**src/sv/hgmg_pkg.sv**
```systemverilog
package hgmg_pkg;

  localparam int SIDE_W   = 9;
  localparam int MAX_SIDE = 256;
  localparam int IDX_W    = 17;
  localparam int RATIO_W  = 17;
  localparam int CIDX_W   = 4;
  localparam int QDEPTH   = 2;
  localparam logic [RATIO_W-1:0] ONE_Q16 = 17'd65536;

  typedef enum logic [CIDX_W-1:0] {
    REG_ROWS     = 4'd0,
    REG_COLS     = 4'd1,
    REG_MIN_X    = 4'd2,
    REG_MAX_X    = 4'd3,
    REG_MIN_Z    = 4'd4,
    REG_MAX_Z    = 4'd5,
    REG_TEX_MIN  = 4'd6,
    REG_TEX_MAX  = 4'd7
  } reg_idx_t;

  typedef enum logic {
    KIND_VERTEX = 1'b0,
    KIND_CELL   = 1'b1
  } kind_t;

  typedef struct packed {
    logic [SIDE_W-1:0] rows;
    logic [SIDE_W-1:0] cols;
    logic [31:0]       min_x;
    logic [31:0]       max_x;
    logic [31:0]       min_z;
    logic [31:0]       max_z;
    logic [63:0]       tex_min;
    logic [63:0]       tex_max;
  } cfg_t;

  typedef struct packed {
    kind_t             kind;
    logic [SIDE_W-1:0] col;
    logic [SIDE_W-1:0] row;
    logic [31:0]       height;
    logic [31:0]       min_h;
    logic [31:0]       max_h;
    logic [IDX_W-1:0]  idx_top;
    logic [IDX_W-1:0]  idx_bot;
  } cmd_t;

  typedef struct packed {
    logic              push;
    logic              full;
  } qctl_t;

endpackage

```
**src/sv/hgmg_if.sv**
```systemverilog
interface hgmg_in_if;
  logic               valid;
  logic               ready;
  logic               kind;
  logic signed [31:0] height;
  modport source (output valid, kind, height, input ready);
  modport sink   (input valid, kind, height, output ready);
endinterface

interface hgmg_out_if;
  logic               valid;
  logic               ready;
  logic signed [31:0] vertex_x;
  logic signed [31:0] vertex_height;
  logic signed [31:0] vertex_z;
  logic signed [31:0] tex_u;
  logic signed [31:0] tex_v;
  logic [16:0]        alpha_u;
  logic [16:0]        alpha_v;
  logic [16:0]        index_value;
  logic signed [31:0] height_lo;
  logic signed [31:0] height_hi;
  logic               last;
  modport source (output valid, vertex_x, vertex_height, vertex_z, tex_u, tex_v, alpha_u,
                  alpha_v, index_value, height_lo, height_hi, last, input ready);
  modport sink   (input valid, vertex_x, vertex_height, vertex_z, tex_u, tex_v, alpha_u,
                  alpha_v, index_value, height_lo, height_hi, last, output ready);
endinterface

```
**src/sv/hgmg_queue.sv**
```systemverilog
module hgmg_queue (
  input  logic            clk,
  input  logic            rst_n,
  input  hgmg_pkg::qctl_t ctl_in,
  input  hgmg_pkg::cmd_t  wr_cmd,
  input  logic            pop,
  output logic            empty,
  output logic            full,
  output hgmg_pkg::cmd_t  rd_cmd
);
  localparam int PW = $clog2(hgmg_pkg::QDEPTH);

  hgmg_pkg::cmd_t          mem_r [hgmg_pkg::QDEPTH];
  logic [PW-1:0]           wr_ptr_r, rd_ptr_r;
  logic [PW:0]             count_r;
  logic                    do_push, do_pop;

  assign full    = (count_r == (PW+1)'(hgmg_pkg::QDEPTH));
  assign empty   = (count_r == '0);
  assign do_push = ctl_in.push && !full;
  assign do_pop  = pop && !empty;
  assign rd_cmd  = mem_r[rd_ptr_r];

  always_ff @(posedge clk) begin
    if (do_push) begin
      mem_r[wr_ptr_r] <= wr_cmd;
    end
  end

  always_ff @(posedge clk) begin
    if (!rst_n) begin
      wr_ptr_r <= '0;
      rd_ptr_r <= '0;
      count_r  <= '0;
    end else begin
      if (do_push) wr_ptr_r <= wr_ptr_r + 1'b1;
      if (do_pop)  rd_ptr_r <= rd_ptr_r + 1'b1;
      count_r <= count_r + (PW+1)'(do_push) - (PW+1)'(do_pop);
    end
  end

  a_no_overflow: assert property (@(posedge clk) disable iff (!rst_n)
    count_r <= (PW+1)'(hgmg_pkg::QDEPTH)) else $error("queue count overflow");
  a_push_ok: assert property (@(posedge clk) disable iff (!rst_n)
    ctl_in.push |-> !full) else $error("push into full queue");
endmodule

```
**src/sv/hgmg_front.sv**
```systemverilog
module hgmg_front (
  input  logic                clk,
  input  logic                rst_n,
  input  hgmg_pkg::cfg_t      cfg,
  input  logic                restart,
  hgmg_in_if.sink             in_ch,
  input  logic                q_full,
  output hgmg_pkg::qctl_t     q_ctl,
  output hgmg_pkg::cmd_t      cmd
);
  localparam int SW = hgmg_pkg::SIDE_W;

  logic [SW-1:0]  vcol_r, vrow_r, ccol_r, crow_r;
  logic [31:0]    low_r, high_r;
  logic           seen_r;
  logic           acc;
  logic [31:0]    low_nxt, high_nxt;
  logic [SW:0]    stride;
  logic [2*SW:0]  prod;
  logic [hgmg_pkg::IDX_W-1:0] top;

  assign in_ch.ready = !q_full;
  assign acc         = in_ch.valid && !q_full;

  always_comb begin
    low_nxt  = low_r;
    high_nxt = high_r;
    if (!seen_r) begin
      low_nxt  = in_ch.height;
      high_nxt = in_ch.height;
    end else begin
      if ($signed(in_ch.height) < $signed(low_r))  low_nxt  = in_ch.height;
      if ($signed(in_ch.height) > $signed(high_r)) high_nxt = in_ch.height;
    end
  end

  assign stride = {1'b0, cfg.cols} + 1'b1;
  assign prod   = crow_r * stride;
  assign top    = hgmg_pkg::IDX_W'(prod) + hgmg_pkg::IDX_W'(ccol_r);

  always_comb begin
    cmd.kind    = hgmg_pkg::kind_t'(in_ch.kind);
    cmd.col     = vcol_r;
    cmd.row     = vrow_r;
    cmd.height  = in_ch.height;
    cmd.idx_top = top;
    cmd.idx_bot = top + hgmg_pkg::IDX_W'(stride);
    if (in_ch.kind == hgmg_pkg::KIND_VERTEX) begin
      cmd.min_h = low_nxt;
      cmd.max_h = high_nxt;
    end else begin
      cmd.min_h = seen_r ? low_r  : '0;
      cmd.max_h = seen_r ? high_r : '0;
    end
  end

  assign q_ctl.push = acc;
  assign q_ctl.full = q_full;

  always_ff @(posedge clk) begin
    if (!rst_n) begin
      vcol_r <= '0;
      vrow_r <= '0;
      ccol_r <= '0;
      crow_r <= '0;
      low_r  <= '0;
      high_r <= '0;
      seen_r <= 1'b0;
    end else if (restart) begin
      vcol_r <= '0;
      vrow_r <= '0;
      ccol_r <= '0;
      crow_r <= '0;
      seen_r <= 1'b0;
    end else if (acc) begin
      if (in_ch.kind == hgmg_pkg::KIND_VERTEX) begin
        low_r  <= low_nxt;
        high_r <= high_nxt;
        seen_r <= !((vcol_r >= cfg.cols) && (vrow_r >= cfg.rows));
        if (vcol_r >= cfg.cols) begin
          vcol_r <= '0;
          if (vrow_r >= cfg.rows) begin
            vrow_r <= '0;
          end else begin
            vrow_r <= vrow_r + 1'b1;
          end
        end else begin
          vcol_r <= vcol_r + 1'b1;
        end
      end else begin
        if ({1'b0, ccol_r} + 1'b1 >= {1'b0, cfg.cols}) begin
          ccol_r <= '0;
          if ({1'b0, crow_r} + 1'b1 >= {1'b0, cfg.rows}) crow_r <= '0;
          else crow_r <= crow_r + 1'b1;
        end else begin
          ccol_r <= ccol_r + 1'b1;
        end
      end
    end
  end

  a_vcol_range: assert property (@(posedge clk) disable iff (!rst_n)
    vcol_r <= cfg.cols) else $error("vertex column out of range");
endmodule

```
**src/sv/hgmg_back.sv**
```systemverilog
module hgmg_back (
  input  logic            clk,
  input  logic            rst_n,
  input  hgmg_pkg::cfg_t  cfg,
  input  logic            q_empty,
  input  hgmg_pkg::cmd_t  q_cmd,
  output logic            q_pop,
  hgmg_out_if.source      out_ch
);
  localparam int SW = hgmg_pkg::SIDE_W;
  localparam int RW = hgmg_pkg::RATIO_W;

  typedef enum logic [2:0] {ST_IDLE, ST_DIV, ST_MUL, ST_OUT, ST_EMIT} state_t;

  state_t               state_r;
  hgmg_pkg::cmd_t       cmd_r;
  logic [4:0]           dcnt_r;
  logic [2:0]           step_r;
  logic [SW-1:0]        remx_r, remz_r;
  logic [RW-1:0]        dvdx_r, dvdz_r, qx_r, qz_r;
  logic signed [50:0]   prod_r;
  logic signed [31:0]   lo_r;
  logic [31:0]          res_r [4];
  logic                 slot_free;
  logic                 load;

  logic [SW:0]          tx, tz;
  logic                 bx, bz;
  logic signed [31:0]   lo_sel, hi_sel;
  logic [RW-1:0]        ratio_sel;
  logic signed [32:0]   span;
  logic signed [35:0]   sum;
  logic [31:0]          sat;

  logic                 ov_r;
  logic signed [31:0]   o_x_r, o_h_r, o_z_r, o_u_r, o_v_r, o_min_r, o_max_r;
  logic [RW-1:0]        o_au_r, o_av_r;
  logic [hgmg_pkg::IDX_W-1:0] o_idx_r;
  logic                 o_last_r;

  assign slot_free = !ov_r || out_ch.ready;
  assign load      = slot_free && (state_r == ST_OUT || state_r == ST_EMIT);
  assign q_pop     = (state_r == ST_IDLE) && !q_empty;

  assign tx = {remx_r, dvdx_r[RW-1]};
  assign tz = {remz_r, dvdz_r[RW-1]};
  assign bx = tx >= {1'b0, cfg.cols};
  assign bz = tz >= {1'b0, cfg.rows};

  always_comb begin
    unique case (step_r[1:0])
      2'd0: begin
        lo_sel = cfg.min_x; hi_sel = cfg.max_x; ratio_sel = qx_r;
      end
      2'd1: begin
        lo_sel = cfg.min_z; hi_sel = cfg.max_z; ratio_sel = qz_r;
      end
      2'd2: begin
        lo_sel = cfg.tex_min[63:32]; hi_sel = cfg.tex_max[63:32]; ratio_sel = qx_r;
      end
      default: begin
        lo_sel = cfg.tex_min[31:0]; hi_sel = cfg.tex_max[31:0];
        ratio_sel = hgmg_pkg::ONE_Q16 - qz_r;
      end
    endcase
  end

  assign span = 33'(hi_sel) - 33'(lo_sel);
  assign sum  = 36'(lo_r) + 36'(prod_r >>> 16);

  always_comb begin
    if (sum > 36'sd2147483647)        sat = 32'h7fff_ffff;
    else if (sum < -36'sd2147483648)  sat = 32'h8000_0000;
    else                              sat = sum[31:0];
  end

  always_ff @(posedge clk) begin
    if (!rst_n) begin
      state_r <= ST_IDLE;
      ov_r    <= 1'b0;
      dcnt_r  <= '0;
      step_r  <= '0;
    end else begin
      if (load) ov_r <= 1'b1;
      else if (out_ch.ready) ov_r <= 1'b0;
      unique case (state_r)
        ST_IDLE: begin
          if (!q_empty) begin
            cmd_r  <= q_cmd;
            remx_r <= q_cmd.col >> 1;
            remz_r <= q_cmd.row >> 1;
            dvdx_r <= {q_cmd.col[0], (RW-1)'(0)};
            dvdz_r <= {q_cmd.row[0], (RW-1)'(0)};
            dcnt_r <= '0;
            step_r <= '0;
            state_r <= (q_cmd.kind == hgmg_pkg::KIND_VERTEX) ? ST_DIV : ST_EMIT;
          end
        end
        ST_DIV: begin
          remx_r <= bx ? SW'(tx - {1'b0, cfg.cols}) : SW'(tx);
          remz_r <= bz ? SW'(tz - {1'b0, cfg.rows}) : SW'(tz);
          qx_r   <= {qx_r[RW-2:0], bx};
          qz_r   <= {qz_r[RW-2:0], bz};
          dvdx_r <= dvdx_r << 1;
          dvdz_r <= dvdz_r << 1;
          dcnt_r <= dcnt_r + 1'b1;
          if (dcnt_r == 5'(RW-1)) state_r <= ST_MUL;
        end
        ST_MUL: begin
          prod_r <= span * $signed({1'b0, ratio_sel});
          lo_r   <= lo_sel;
          if (step_r != '0) res_r[step_r[1:0] - 2'd1] <= sat;
          step_r <= step_r + 1'b1;
          if (step_r == 3'd4) state_r <= ST_OUT;
        end
        ST_OUT: begin
          if (slot_free) begin
            o_x_r    <= res_r[0];
            o_z_r    <= res_r[1];
            o_u_r    <= res_r[2];
            o_v_r    <= res_r[3];
            o_h_r    <= cmd_r.height;
            o_au_r   <= qx_r;
            o_av_r   <= hgmg_pkg::ONE_Q16 - qz_r;
            o_idx_r  <= '0;
            o_min_r  <= cmd_r.min_h;
            o_max_r  <= cmd_r.max_h;
            o_last_r <= 1'b1;
            state_r  <= ST_IDLE;
          end
        end
        ST_EMIT: begin
          if (slot_free) begin
            o_x_r    <= '0;
            o_z_r    <= '0;
            o_u_r    <= '0;
            o_v_r    <= '0;
            o_h_r    <= '0;
            o_au_r   <= '0;
            o_av_r   <= '0;
            o_min_r  <= cmd_r.min_h;
            o_max_r  <= cmd_r.max_h;
            o_last_r <= (step_r == 3'd5);
            unique case (step_r)
              3'd0, 3'd3: o_idx_r <= cmd_r.idx_top;
              3'd1:       o_idx_r <= cmd_r.idx_bot;
              3'd2, 3'd4: o_idx_r <= cmd_r.idx_bot + 1'b1;
              default:    o_idx_r <= cmd_r.idx_top + 1'b1;
            endcase
            step_r <= step_r + 1'b1;
            if (step_r == 3'd5) state_r <= ST_IDLE;
          end
        end
        default: state_r <= ST_IDLE;
      endcase
    end
  end

  assign out_ch.valid         = ov_r;
  assign out_ch.vertex_x      = o_x_r;
  assign out_ch.vertex_height = o_h_r;
  assign out_ch.vertex_z      = o_z_r;
  assign out_ch.tex_u         = o_u_r;
  assign out_ch.tex_v         = o_v_r;
  assign out_ch.alpha_u       = o_au_r;
  assign out_ch.alpha_v       = o_av_r;
  assign out_ch.index_value   = o_idx_r;
  assign out_ch.height_lo     = o_min_r;
  assign out_ch.height_hi     = o_max_r;
  assign out_ch.last          = o_last_r;

  a_ratio_bound: assert property (@(posedge clk) disable iff (!rst_n)
    state_r == ST_MUL |-> (qx_r <= hgmg_pkg::ONE_Q16) && (qz_r <= hgmg_pkg::ONE_Q16))
    else $error("ratio above one");
  a_pop_idle: assert property (@(posedge clk) disable iff (!rst_n)
    q_pop |=> state_r != ST_IDLE) else $error("pop without start");
  a_emit_step: assert property (@(posedge clk) disable iff (!rst_n)
    state_r == ST_EMIT |-> step_r <= 3'd5) else $error("emit step overrun");
endmodule

```
**src/sv/heightfield_grid_mesh_generator.sv**
```systemverilog
// Terrain grid mesh generator.
// in_ch: one item per transfer; kind 0 carries a height sample of the next
//   vertex in row-major order, kind 1 requests the six indices of the next cell.
// out_ch: one result per vertex item, six per cell item; last marks the final one.
// cfg_*: register write port, index 0..7 (rows, cols, x/z corners, tex corners);
//   indexes above 7 are dropped. Writing rows or cols restarts the grid.
// A front stage tracks counters and min/max height and pushes a command into a
// two-entry queue; a back stage computes and holds results in an output register.
// Vertex path: the column and row ratios come from a
//   restoring divider at one quotient bit per cycle, then one shared
//   33x18 multiplier does the four interpolations. The back stage finishes one
//   command before it pops the next; a cell item puts six results on the port.
// Reset clears the registers to a unit square and the grid counters to zero.
// While out_ch is stalled the held result stays; the queue keeps accepting
// until two commands wait.
module heightfield_grid_mesh_generator (
  input  logic                          clk,
  input  logic                          rst_n,
  hgmg_in_if.sink                       in_ch,
  hgmg_out_if.source                    out_ch,
  input  logic                          cfg_we,
  input  logic [hgmg_pkg::CIDX_W-1:0]   cfg_index,
  input  logic [63:0]                   cfg_data
);
  localparam int SW = hgmg_pkg::SIDE_W;

  hgmg_pkg::cfg_t  cfg_r;
  hgmg_pkg::cmd_t  wr_cmd, rd_cmd;
  hgmg_pkg::qctl_t q_ctl;
  logic            q_empty, q_full, q_pop, restart;
  logic [SW-1:0]   side;

  always_comb begin
    if (cfg_data[SW-1:0] == '0)                           side = SW'(1);
    else if (int'(cfg_data[SW-1:0]) > hgmg_pkg::MAX_SIDE) side = SW'(hgmg_pkg::MAX_SIDE);
    else                                                  side = cfg_data[SW-1:0];
  end

  assign restart = cfg_we && (cfg_index == hgmg_pkg::REG_ROWS ||
                              cfg_index == hgmg_pkg::REG_COLS);

  always_ff @(posedge clk) begin
    if (!rst_n) begin
      cfg_r.rows     <= SW'(1);
      cfg_r.cols     <= SW'(1);
      cfg_r.min_x    <= '0;
      cfg_r.max_x    <= 32'h0001_0000;
      cfg_r.min_z    <= '0;
      cfg_r.max_z    <= 32'h0001_0000;
      cfg_r.tex_min  <= '0;
      cfg_r.tex_max  <= 64'h0001_0000_0001_0000;
    end else if (cfg_we) begin
      unique case (cfg_index)
        hgmg_pkg::REG_ROWS:     cfg_r.rows     <= side;
        hgmg_pkg::REG_COLS:     cfg_r.cols     <= side;
        hgmg_pkg::REG_MIN_X:    cfg_r.min_x    <= cfg_data[31:0];
        hgmg_pkg::REG_MAX_X:    cfg_r.max_x    <= cfg_data[31:0];
        hgmg_pkg::REG_MIN_Z:    cfg_r.min_z    <= cfg_data[31:0];
        hgmg_pkg::REG_MAX_Z:    cfg_r.max_z    <= cfg_data[31:0];
        hgmg_pkg::REG_TEX_MIN:  cfg_r.tex_min  <= cfg_data;
        hgmg_pkg::REG_TEX_MAX:  cfg_r.tex_max  <= cfg_data;
        default: ;
      endcase
    end
  end

  hgmg_front u_front (
    .clk     (clk),
    .rst_n   (rst_n),
    .cfg     (cfg_r),
    .restart (restart),
    .in_ch   (in_ch),
    .q_full  (q_full),
    .q_ctl   (q_ctl),
    .cmd     (wr_cmd)
  );

  hgmg_queue u_queue (
    .clk     (clk),
    .rst_n   (rst_n),
    .ctl_in  (q_ctl),
    .wr_cmd  (wr_cmd),
    .pop     (q_pop),
    .empty   (q_empty),
    .full    (q_full),
    .rd_cmd  (rd_cmd)
  );

  hgmg_back u_back (
    .clk     (clk),
    .rst_n   (rst_n),
    .cfg     (cfg_r),
    .q_empty (q_empty),
    .q_cmd   (rd_cmd),
    .q_pop   (q_pop),
    .out_ch  (out_ch)
  );
endmodule

```
**src/flat_wrapper.sv**
```systemverilog
// flat-port wrapper written by rule: the top's interface ports become plain ports
module heightfield_grid_mesh_generator_flat 
  (clk, rst_n, cfg_we, cfg_index, cfg_data, in_ch_valid, in_ch_kind, in_ch_height, in_ch_ready, out_ch_valid, out_ch_vertex_x, out_ch_vertex_height, out_ch_vertex_z, out_ch_tex_u, out_ch_tex_v, out_ch_alpha_u, out_ch_alpha_v, out_ch_index_value, out_ch_height_lo, out_ch_height_hi, out_ch_last, out_ch_ready);
  hgmg_in_if in_ch_i ();
  hgmg_out_if out_ch_i ();
  input  logic clk;
  input  logic rst_n;
  input  logic cfg_we;
  input  logic [hgmg_pkg::CIDX_W-1:0] cfg_index;
  input  logic [63:0] cfg_data;
  input wire logic [$bits(in_ch_i.valid)-1:0] in_ch_valid;
  input wire logic [$bits(in_ch_i.kind)-1:0] in_ch_kind;
  input wire logic [$bits(in_ch_i.height)-1:0] in_ch_height;
  output wire logic [$bits(in_ch_i.ready)-1:0] in_ch_ready;
  output wire logic [$bits(out_ch_i.valid)-1:0] out_ch_valid;
  output wire logic [$bits(out_ch_i.vertex_x)-1:0] out_ch_vertex_x;
  output wire logic [$bits(out_ch_i.vertex_height)-1:0] out_ch_vertex_height;
  output wire logic [$bits(out_ch_i.vertex_z)-1:0] out_ch_vertex_z;
  output wire logic [$bits(out_ch_i.tex_u)-1:0] out_ch_tex_u;
  output wire logic [$bits(out_ch_i.tex_v)-1:0] out_ch_tex_v;
  output wire logic [$bits(out_ch_i.alpha_u)-1:0] out_ch_alpha_u;
  output wire logic [$bits(out_ch_i.alpha_v)-1:0] out_ch_alpha_v;
  output wire logic [$bits(out_ch_i.index_value)-1:0] out_ch_index_value;
  output wire logic [$bits(out_ch_i.height_lo)-1:0] out_ch_height_lo;
  output wire logic [$bits(out_ch_i.height_hi)-1:0] out_ch_height_hi;
  output wire logic [$bits(out_ch_i.last)-1:0] out_ch_last;
  input wire logic [$bits(out_ch_i.ready)-1:0] out_ch_ready;
  assign in_ch_i.valid = in_ch_valid;
  assign in_ch_i.kind = in_ch_kind;
  assign in_ch_i.height = in_ch_height;
  assign in_ch_ready = in_ch_i.ready;
  assign out_ch_valid = out_ch_i.valid;
  assign out_ch_vertex_x = out_ch_i.vertex_x;
  assign out_ch_vertex_height = out_ch_i.vertex_height;
  assign out_ch_vertex_z = out_ch_i.vertex_z;
  assign out_ch_tex_u = out_ch_i.tex_u;
  assign out_ch_tex_v = out_ch_i.tex_v;
  assign out_ch_alpha_u = out_ch_i.alpha_u;
  assign out_ch_alpha_v = out_ch_i.alpha_v;
  assign out_ch_index_value = out_ch_i.index_value;
  assign out_ch_height_lo = out_ch_i.height_lo;
  assign out_ch_height_hi = out_ch_i.height_hi;
  assign out_ch_last = out_ch_i.last;
  assign out_ch_i.ready = out_ch_ready;
  heightfield_grid_mesh_generator u_core (.clk(clk), .rst_n(rst_n), .in_ch(in_ch_i), .out_ch(out_ch_i), .cfg_we(cfg_we), .cfg_index(cfg_index), .cfg_data(cfg_data));
endmodule
```
**config.mk**
```make
export PLATFORM = sky130hd
export DESIGN_NAME = heightfield_grid_mesh_generator_flat
export DESIGN_NICKNAME = d
export VERILOG_FILES = /design/src/sv/hgmg_pkg.sv /design/src/sv/hgmg_if.sv /design/src/sv/hgmg_queue.sv /design/src/sv/hgmg_front.sv /design/src/sv/hgmg_back.sv /design/src/sv/heightfield_grid_mesh_generator.sv /design/src/flat_wrapper.sv
export SDC_FILE = /design/constraint.sdc
export NUM_CORES = 2
export LEC_CHECK = 0
export ABC_AREA = 0
export CORE_AREA = 4 4 408 370
export CTS_CLUSTER_DIAMETER = 100
export DETAILED_ROUTE_END_ITERATION = 8
export DIE_AREA = 0 0 412 374
export DONT_BUFFER_PORTS = 1
export HOLD_SLACK_MARGIN = 0.12
export PLACE_DENSITY = 0.8
export SYNTH_ARGS = -nofsm -noshare
export SYNTH_HDL_FRONTEND = slang
export SYNTH_SLANG_ARGS = --single-unit
export TNS_END_PERCENT = 5
```
**constraint.sdc**
```tcl
create_clock -name clk -period 14.4 [get_ports clk]
set_clock_uncertainty 0.05 [all_clocks]
set_input_delay 2.88 -clock clk [delete_from_list [all_inputs] [get_ports clk]]
set_output_delay 2.88 -clock clk [all_outputs]
set_load 0.01 [all_outputs]
```
Word level (Yosys, flattened, before mapping)
Memories as Yosys holds them, arrays and structs flattened. A register that Yosys moved wholly into a read port is not among the register bits.
Cells that the tools add are included.
Widths: inputs -> output; s select.
Word-level totals
  flip-flop bits (word level): 966
  latch bits: 0
  bits in writable memories: 426
  ROM bits: 0
  bits of input ports: 106
  output and inout port bits: 278
  logic and storage cells: 239
  memories: 2
Memory list
  u_core.u_queue.mem_r: depth 2, width 149, rd ports 1, clocked after Yosys merged registers in 1, wr ports 1, line hgmg_queue.sv:13  | hgmg_pkg::cmd_t mem_r [hgmg_pkg::QDEPTH];
  u_core.u_back.res_r: depth 4, width 32, rd ports 4, clocked after Yosys merged registers in 0, wr ports 1, line hgmg_back.sv:23  | logic [31:0] res_r [4];
Cells by class
  add/subtract/negate cells: 23
  $mul: 2
  divide/modulo/power cells: 0
  magnitude comparators: 11
  equal/unequal tests: 26
  shift-type cells: 0
  mux-type cells: 73
  bitwise gates (word level): 4
  reductions and logical operators: 52
Operator list (number)
  $mux 32: 14
  $pmux 32 s2: 5
  $pmux 17 s2: 6
  $pmux 32 s3: 2
  $mux 17: 6
  $mux 9: 10
  $mux 64: 1
  $mul 33x18->51: 1
  $pmux 17 s3: 1
  $ge 10x9->1: 4
  $add 32x35->36: 1
  $add 9x1->9 const B: 4
  $gt 36x32->1 const B: 1
  $lt 36x32->1 const B: 1
  $pmux 9 s2: 2
  $add 17x1->17 const B: 2
  $sub 32x32->33: 1
  $gt 32x32->1: 1
  $lt 32x32->1: 1
  $add 9x1->10 const B: 3
  $mux 3: 9
  $reduce_and 2->1: 13
  $reduce_and 3->1: 7
  $ge 9x9->1: 2
  other kinds (42): 93

Logic depth before layout (Yosys ltp)
  depth after elaboration: 6
  depth in mapped cells: 44
  mapped depth without buffers: 40

Cells and area by module
Synthesis repeated with hierarchy kept, for this count alone.
Second synthesis, totals
  cell total of the unflattened synthesis: 7566
  area total of the unflattened synthesis: 82342.7 sq um
By module, submodules not included
  hgmg_back: times used 1, cells an instance 4515, area each 49246.0 sq um, sequential area each 19909.1 sq um
  hgmg_queue: times used 1, cells an instance 491, area each 11412.2 sq um, sequential area each 9048.7 sq um
  hgmg_front: times used 1, cells an instance 1340, area each 11230.8 sq um, sequential area each 2021.9 sq um
  heightfield_grid_mesh_generator: times used 1, cells an instance 1220, area each 10453.8 sq um, sequential area each 5485.3 sq um

Worst setup path after synthesis
No wires, ideal clock.
  kind: register to register
  start: register u_core.u_back.step_r[0]
  end: register u_core.u_back.prod_r[50] (data pin)
  library setup time: 268 ps
  arrival time: 10164 ps
  required time: 14082 ps
  path slack: 3918 ps
  cell stages (with the launch flop): 41
  path buffers: 5
  clock period less this slack: 10482 ps
  path through: dfxtp_1 -> ha_1 -> clkbuf_1 -> clkbuf_1 -> clkbuf_1 -> a222oi_1 -> a21oi_1 -> ha_1 -> inv_1 -> fa_1 -> a21o_1 -> a21o_1 -> a21oi_1 -> or3_1 -> o221ai_1 -> a211oi_1 -> nor3_1 -> o31ai_1 -> (+5 left out) -> fa_1 -> inv_1 -> fa_1 -> fa_1 -> fa_1 -> inv_1 -> fa_1 -> inv_1 -> ha_1 -> a21o_1 -> a21oi_1 -> nor2b_1 -> or2_2 -> or3b_2 -> o221ai_1 -> nor2_1 -> a2111oi_1 -> xnor2_1
On the way
  longest elaborated chain between the ends: 4
  elaborated cells between the ends (all ways): 9
  classes of those cells: 1 x add/sub; 1 x mul; 2 x eq/ne; 3 x mux; 2 x reduce/logical
Ends and longest elaborated chain
  start: declaration: line hgmg_back.sv:18  | logic [2:0] step_r;
  start signal: assignment: line hgmg_back.sv:113  | step_r <= step_r + 1'b1;
  start signal: assignment: line hgmg_back.sv:150  | step_r <= step_r + 1'b1;
  $eq 2x2->1, or another cell as far along: line hgmg_back.sv:51  | unique case (step_r[1:0])
  $pmux 32 s3 (*): line hgmg_back.sv:51
  net u_core.u_back.lo_sel[0]: line hgmg_back.sv:29  | logic signed [31:0] lo_sel, hi_sel;
  $sub 32x32->33 (*): line hgmg_back.sv:68  | assign span = 33'(hi_sel) - 33'(lo_sel);
  $mul 33x18->51 (*): line hgmg_back.sv:110  | prod_r <= span * $signed({1'b0, ratio_sel});
  end signal: assignment: line hgmg_back.sv:110
  end: declaration: line hgmg_back.sv:21  | logic signed [50:0] prod_r;
Mark *: on every way through the listed nets, which the timed path passes. The rest lies on a longest branch.
A chain may end at the register's enable or synchronous reset.

Worst setup path after layout
  start: register u_core.u_back.step_r[0]
  end: register u_core.u_back.prod_r[50] (data pin)
On the way
  longest elaborated chain between the ends: 4
  elaborated cells between the ends (all ways): 9
  classes of those cells: 1 x add/sub; 1 x mul; 2 x eq/ne; 3 x mux; 2 x reduce/logical
Ends and longest elaborated chain (line)
  $eq 2x2->1, or another cell as far along: hgmg_back.sv:51
  $pmux 32 s3 or $reduce_or 2->1 (tied branches)
  $sub 32x32->33 or $pmux 17 s2 (tied branches): hgmg_back.sv:68, hgmg_back.sv:51
  $mul 33x18->51 (*): hgmg_back.sv:110
Mark *: on every way between the ends. The rest lies on a longest branch, timed or not.

==> reports/results.env <==
VIA_COUNT=54235
PERIOD_UTILISATION_LAYOUT=0.863
CTS_MAX_PATH_BUFFERS=3
SYN-MEAN-INSTANCE-AREA_SQ_UM=10.9
SETUP_VIOLATIONS=0
DIE_HEIGHT_UM=374
CTS_SINKS=1345
PERIOD_MINUS_SLACK_NS=12.43
DRT-VIAS-PER-INSTANCE=5.83
SYNTH-ASYNC-RESET-RATIO=0
WORST_PIN_SLEW_NS=1.27
SETUP_TNS_NS=0
CRITPATHKIND='register to register'
DOMINANTREGCELLSYNTH='sky130_fd_sc_hd__edfxtp_1'
RSZ0062_AT_GRT='false'
POST_SYNTHESIS_SEQUENTIAL_AREA_RATIO=0.454
YS_FF_LATCH=1345
NETLIST-CELL-TYPE-COUNT=89
WORSTPATHBUFFERINVERTERCOUNT=5
WL_MET1_MM=85.2
WORST_PATH_DOMINANT_CELL_FAMILY='adder cells'
TIMING.MAX_SLEW.REL_SLACK=0.147
WL_PER_CELL_UM=22.1
MET2WIRELENGTH_MM=90.0
YS_WARN_COUNT=0
POST_ROUTE_CELLS_DRIVE_ABOVE_1_SHARE=0.0698
HOLD_VIOL_FINAL=0
LAYOUT-AREA-OVERHEAD-VS-SYNTH_PCT=8.00
GRT_ANTENNA_BEFORE_REPAIR=7
GLOBAL_ROUTE.OVERFLOW_TOTAL=0
PLACE_HPWL_MM=147
DRTANTENNAVIOLNETS=0
MAXCAPVIOLATIONS=0
MET3ROUTEDLENGTH_MM=24.7
CLK_TRANSITION_REPORTED_PATHS_NS=0.07
FINALWIRELENGTH_MM=206
FINAL_NETS=8301
DIE_W_UM=412
RESULT_OF_THE_RUN='finished clean'
FMAX_MHz=80.5
CLOCK-ROOT-BUFFER='sky130_fd_sc_hd__clkbuf_16'
SYN_NETS=8417
VIA_COUNT_OF_THE_FIRST_GLOBAL_ROUTING_PASS=54212
CTS_RESIZED=0
IOS=384
WORSTSETUPENDPOINTTYPE='register'
PLACE.GP.CONGESTION=0.947
SYNTH_ENABLE_FLOP_CELLS=953
FP-ROW-COUNT=134
HOLD_PATH.CLASS='register to register'
CRITICAL_PATH.MAX_FANOUT=63
SLOWEST_CELL_ON_THE_CRITICAL_PATH='sky130_fd_sc_hd__ha_2'
MAX_SLEW_VIOLATIONS=0
INITIAL_UTIL=0.546
TRITONCTS.NUM_BUFFERS=133
CORE_REGION_AREA_SQ_UM=147000
GLOBAL_ROUTE.USAGE.TOTAL=0.264
DR.PASS1.ITERS=9
ROUTED.TOP_LAYER='met5'
FLOORPLAN.DIE_AREA_SQ_UM=154000
DRT_ITER0_MARKERS=6131
CTS-HOLD-FIX-BUFFERS=0
TRITONCTS='yes'
POST-ROUTE-DRC-COUNT=0
TIMING.CRITICAL_PATH.MODE_CELL='sky130_fd_sc_hd__fa_1'
PLACEMENT.IO_BUFFERS=0
WORSTPATHARRIVAL_NS=12.89
CTS_HTREE_LEVELS=4
CRITPATHLAUNCHTYPE='register'
MAXIMUM_SINGLE_STAGE_DELAY_ON_THE_CRITICAL_PATH_NS=0.83
TIMING.CRITICAL_PATH.REQUIRED_NS=14.86
CLOCK_INSERTION_DELAY_AT_THE_LATER_PIN_OF_THE_SKEW_REPORT_NS=0.78
SYN_AREA_SQ_UM=80300
POST-CTS-SETUP-BUFFER-COUNT=0
SYNTHESIS.INSTANCES=7338
LARGEST_NET_DEGREE_AT_THE_START_OF_GLOBAL_ROUTING=363
WIRE_LENGTH_OF_THE_FIRST_GLOBAL_ROUTING_PASS_MM=316
area by class of cell:
cell class / instances / area, sq um
diodes: 5 / 12.5
multi-input cells: 4785 / 39500
well taps: 1972 / 2470
inverters: 868 / 3260
flip-flops and latches: 1345 / 36500
clock inverters: 83 / 900
repair buffers: 89 / 693
fillers: 11632 / 60300
clock buffers: 160 / 3490
sequential cells by signal, summed over array words and instances, names as in the netlist, 35 cells and up, named ones only:
signal                count
u_core.cfg_r            274
u_core.u_back.cmd_r     130
u_core.u_back.prod_r     35
u_core.u_back.res_r     128
u_core.u_queue.mem_r    298
placed cells by master (no fill, tap or decap), types with 124 or more instances in the layout:
cell type,instances
sky130_fd_sc_hd__a21boi_0,265
sky130_fd_sc_hd__fa_1,600
sky130_fd_sc_hd__inv_1,866
sky130_fd_sc_hd__a21oi_1,205
sky130_fd_sc_hd__dfxtp_1,391
sky130_fd_sc_hd__edfxtp_1,953
sky130_fd_sc_hd__ha_1,369
sky130_fd_sc_hd__nand2_1,1127
sky130_fd_sc_hd__nor2b_1,124
sky130_fd_sc_hd__xnor2_1,130
sky130_fd_sc_hd__clkbuf_16,134
sky130_fd_sc_hd__and2_1,292
sky130_fd_sc_hd__mux2_2,131
sky130_fd_sc_hd__mux2i_1,126
sky130_fd_sc_hd__nor2_1,371
synthesized netlist by cell type (29+ instances only):
master                        n  area, sq um
sky130_fd_sc_hd__fa_1       600        12000
sky130_fd_sc_hd__a22o_1      64          561
sky130_fd_sc_hd__and2_1     295         1850
sky130_fd_sc_hd__nor2b_1    124          776
sky130_fd_sc_hd__nand4_1     36          225
sky130_fd_sc_hd__xor2_1      86          753
sky130_fd_sc_hd__o21a_1      29          218
sky130_fd_sc_hd__nor2_1     375         1410
sky130_fd_sc_hd__inv_1      867         3250
sky130_fd_sc_hd__o21ai_0    125          626
sky130_fd_sc_hd__nor3_1      51          255
sky130_fd_sc_hd__nand3_1     60          300
sky130_fd_sc_hd__a21oi_1    211         1060
sky130_fd_sc_hd__mux2i_1    126         1260
sky130_fd_sc_hd__clkbuf_1   281         1050
sky130_fd_sc_hd__mux2_2     131         1480
sky130_fd_sc_hd__ha_1       373         4670
sky130_fd_sc_hd__edfxtp_1   953        28600
sky130_fd_sc_hd__dfxtp_1    392         7850
sky130_fd_sc_hd__nand2_1   1128         4230
sky130_fd_sc_hd__o21ai_1     30          150
sky130_fd_sc_hd__a21boi_0   265         1990
sky130_fd_sc_hd__xnor2_1    131         1150
sky130_fd_sc_hd__a22oi_1     47          353
sky130_fd_sc_hd__a222oi_1    39          390
sky130_fd_sc_hd__and3_1      34          213
sky130_fd_sc_hd__a21o_1     119          893
cell families (layout without fill, tap and decap cells):
| logic type | Yosys count | after routing | synth area share |
|---|---|---|---|
| and+or+nand+nor | 2221 | 2221 | 0.126 |
| DFF | 1345 | 1345 | 0.454 |
| buffers and inverters | 1208 | 1200 | 0.0576 |
| AOI/OAI and AO/OA | 1114 | 1114 | 0.0965 |
| adders and majority gates | 973 | 973 | 0.208 |
| muxes | 259 | 259 | 0.0344 |
| xor gates and xnor gates | 218 | 218 | 0.0239 |
| other | 0 | 5 | 0 |
worst reg2reg max path, delay by kind of cell (launching register included):
| kind | cells | cell delay [ns] |
|---|---|---|
| mux | 1 | 0.39 |
| fa+ha+maj | 9 | 4.60 |
| buf+inv | 5 | 1.08 |
| flops | 1 | 0.49 |
| compound gates | 14 | 3.99 |
| xor+xnor | 2 | 0.89 |
| simple gates | 4 | 0.69 |
per-stage QoR:
| step | util | instance area (sq um) | setup WS [ns] | hold slack, ns | cells |
|---|---|---|---|---|---|
| floorplan | - | 80300 | 3.92 | 0.350 | 7338 |
| global placement | 0.560 | 82400 | 2.37 | 0.352 | 9059 |
| detailed placement | 0.560 | 82400 | 2.13 | 0.355 | 9059 |
| CTS | 0.590 | 86700 | 2.13 | 0.332 | 9302 |
| global route | 0.590 | 86700 | 1.26 | 0.350 | 9302 |
| finish | 0.590 | 86800 | 1.97 | 0.346 | 9307 |
final timing paths:
path / from / to / slack [ns] / cells past startpoint
max reg2reg: u_core.u_back.step_r[0] / u_core.u_back.prod_r[50] / 1.97 / 35
min reg2reg: u_core.u_back.cmd_r[79] / u_core.u_back.out_ch.height_lo[13] / 0.35 / 0
max: u_core.u_back.step_r[0] / u_core.u_back.prod_r[50] / 1.97 / 35
min: u_core.u_back.cmd_r[79] / u_core.u_back.out_ch.height_lo[13] / 0.35 / 0
per-layer routing:
metal  GRT usage  up-vias
met1       0.373    26857
met4      0.0759        2
li1            -    24294
met2       0.394     2721
met5           0        -
met3      0.0818      361
Power is left out: the tool's default activity adds up to more than one toggle a clock period on the data nets, which glitch-free logic cannot reach.
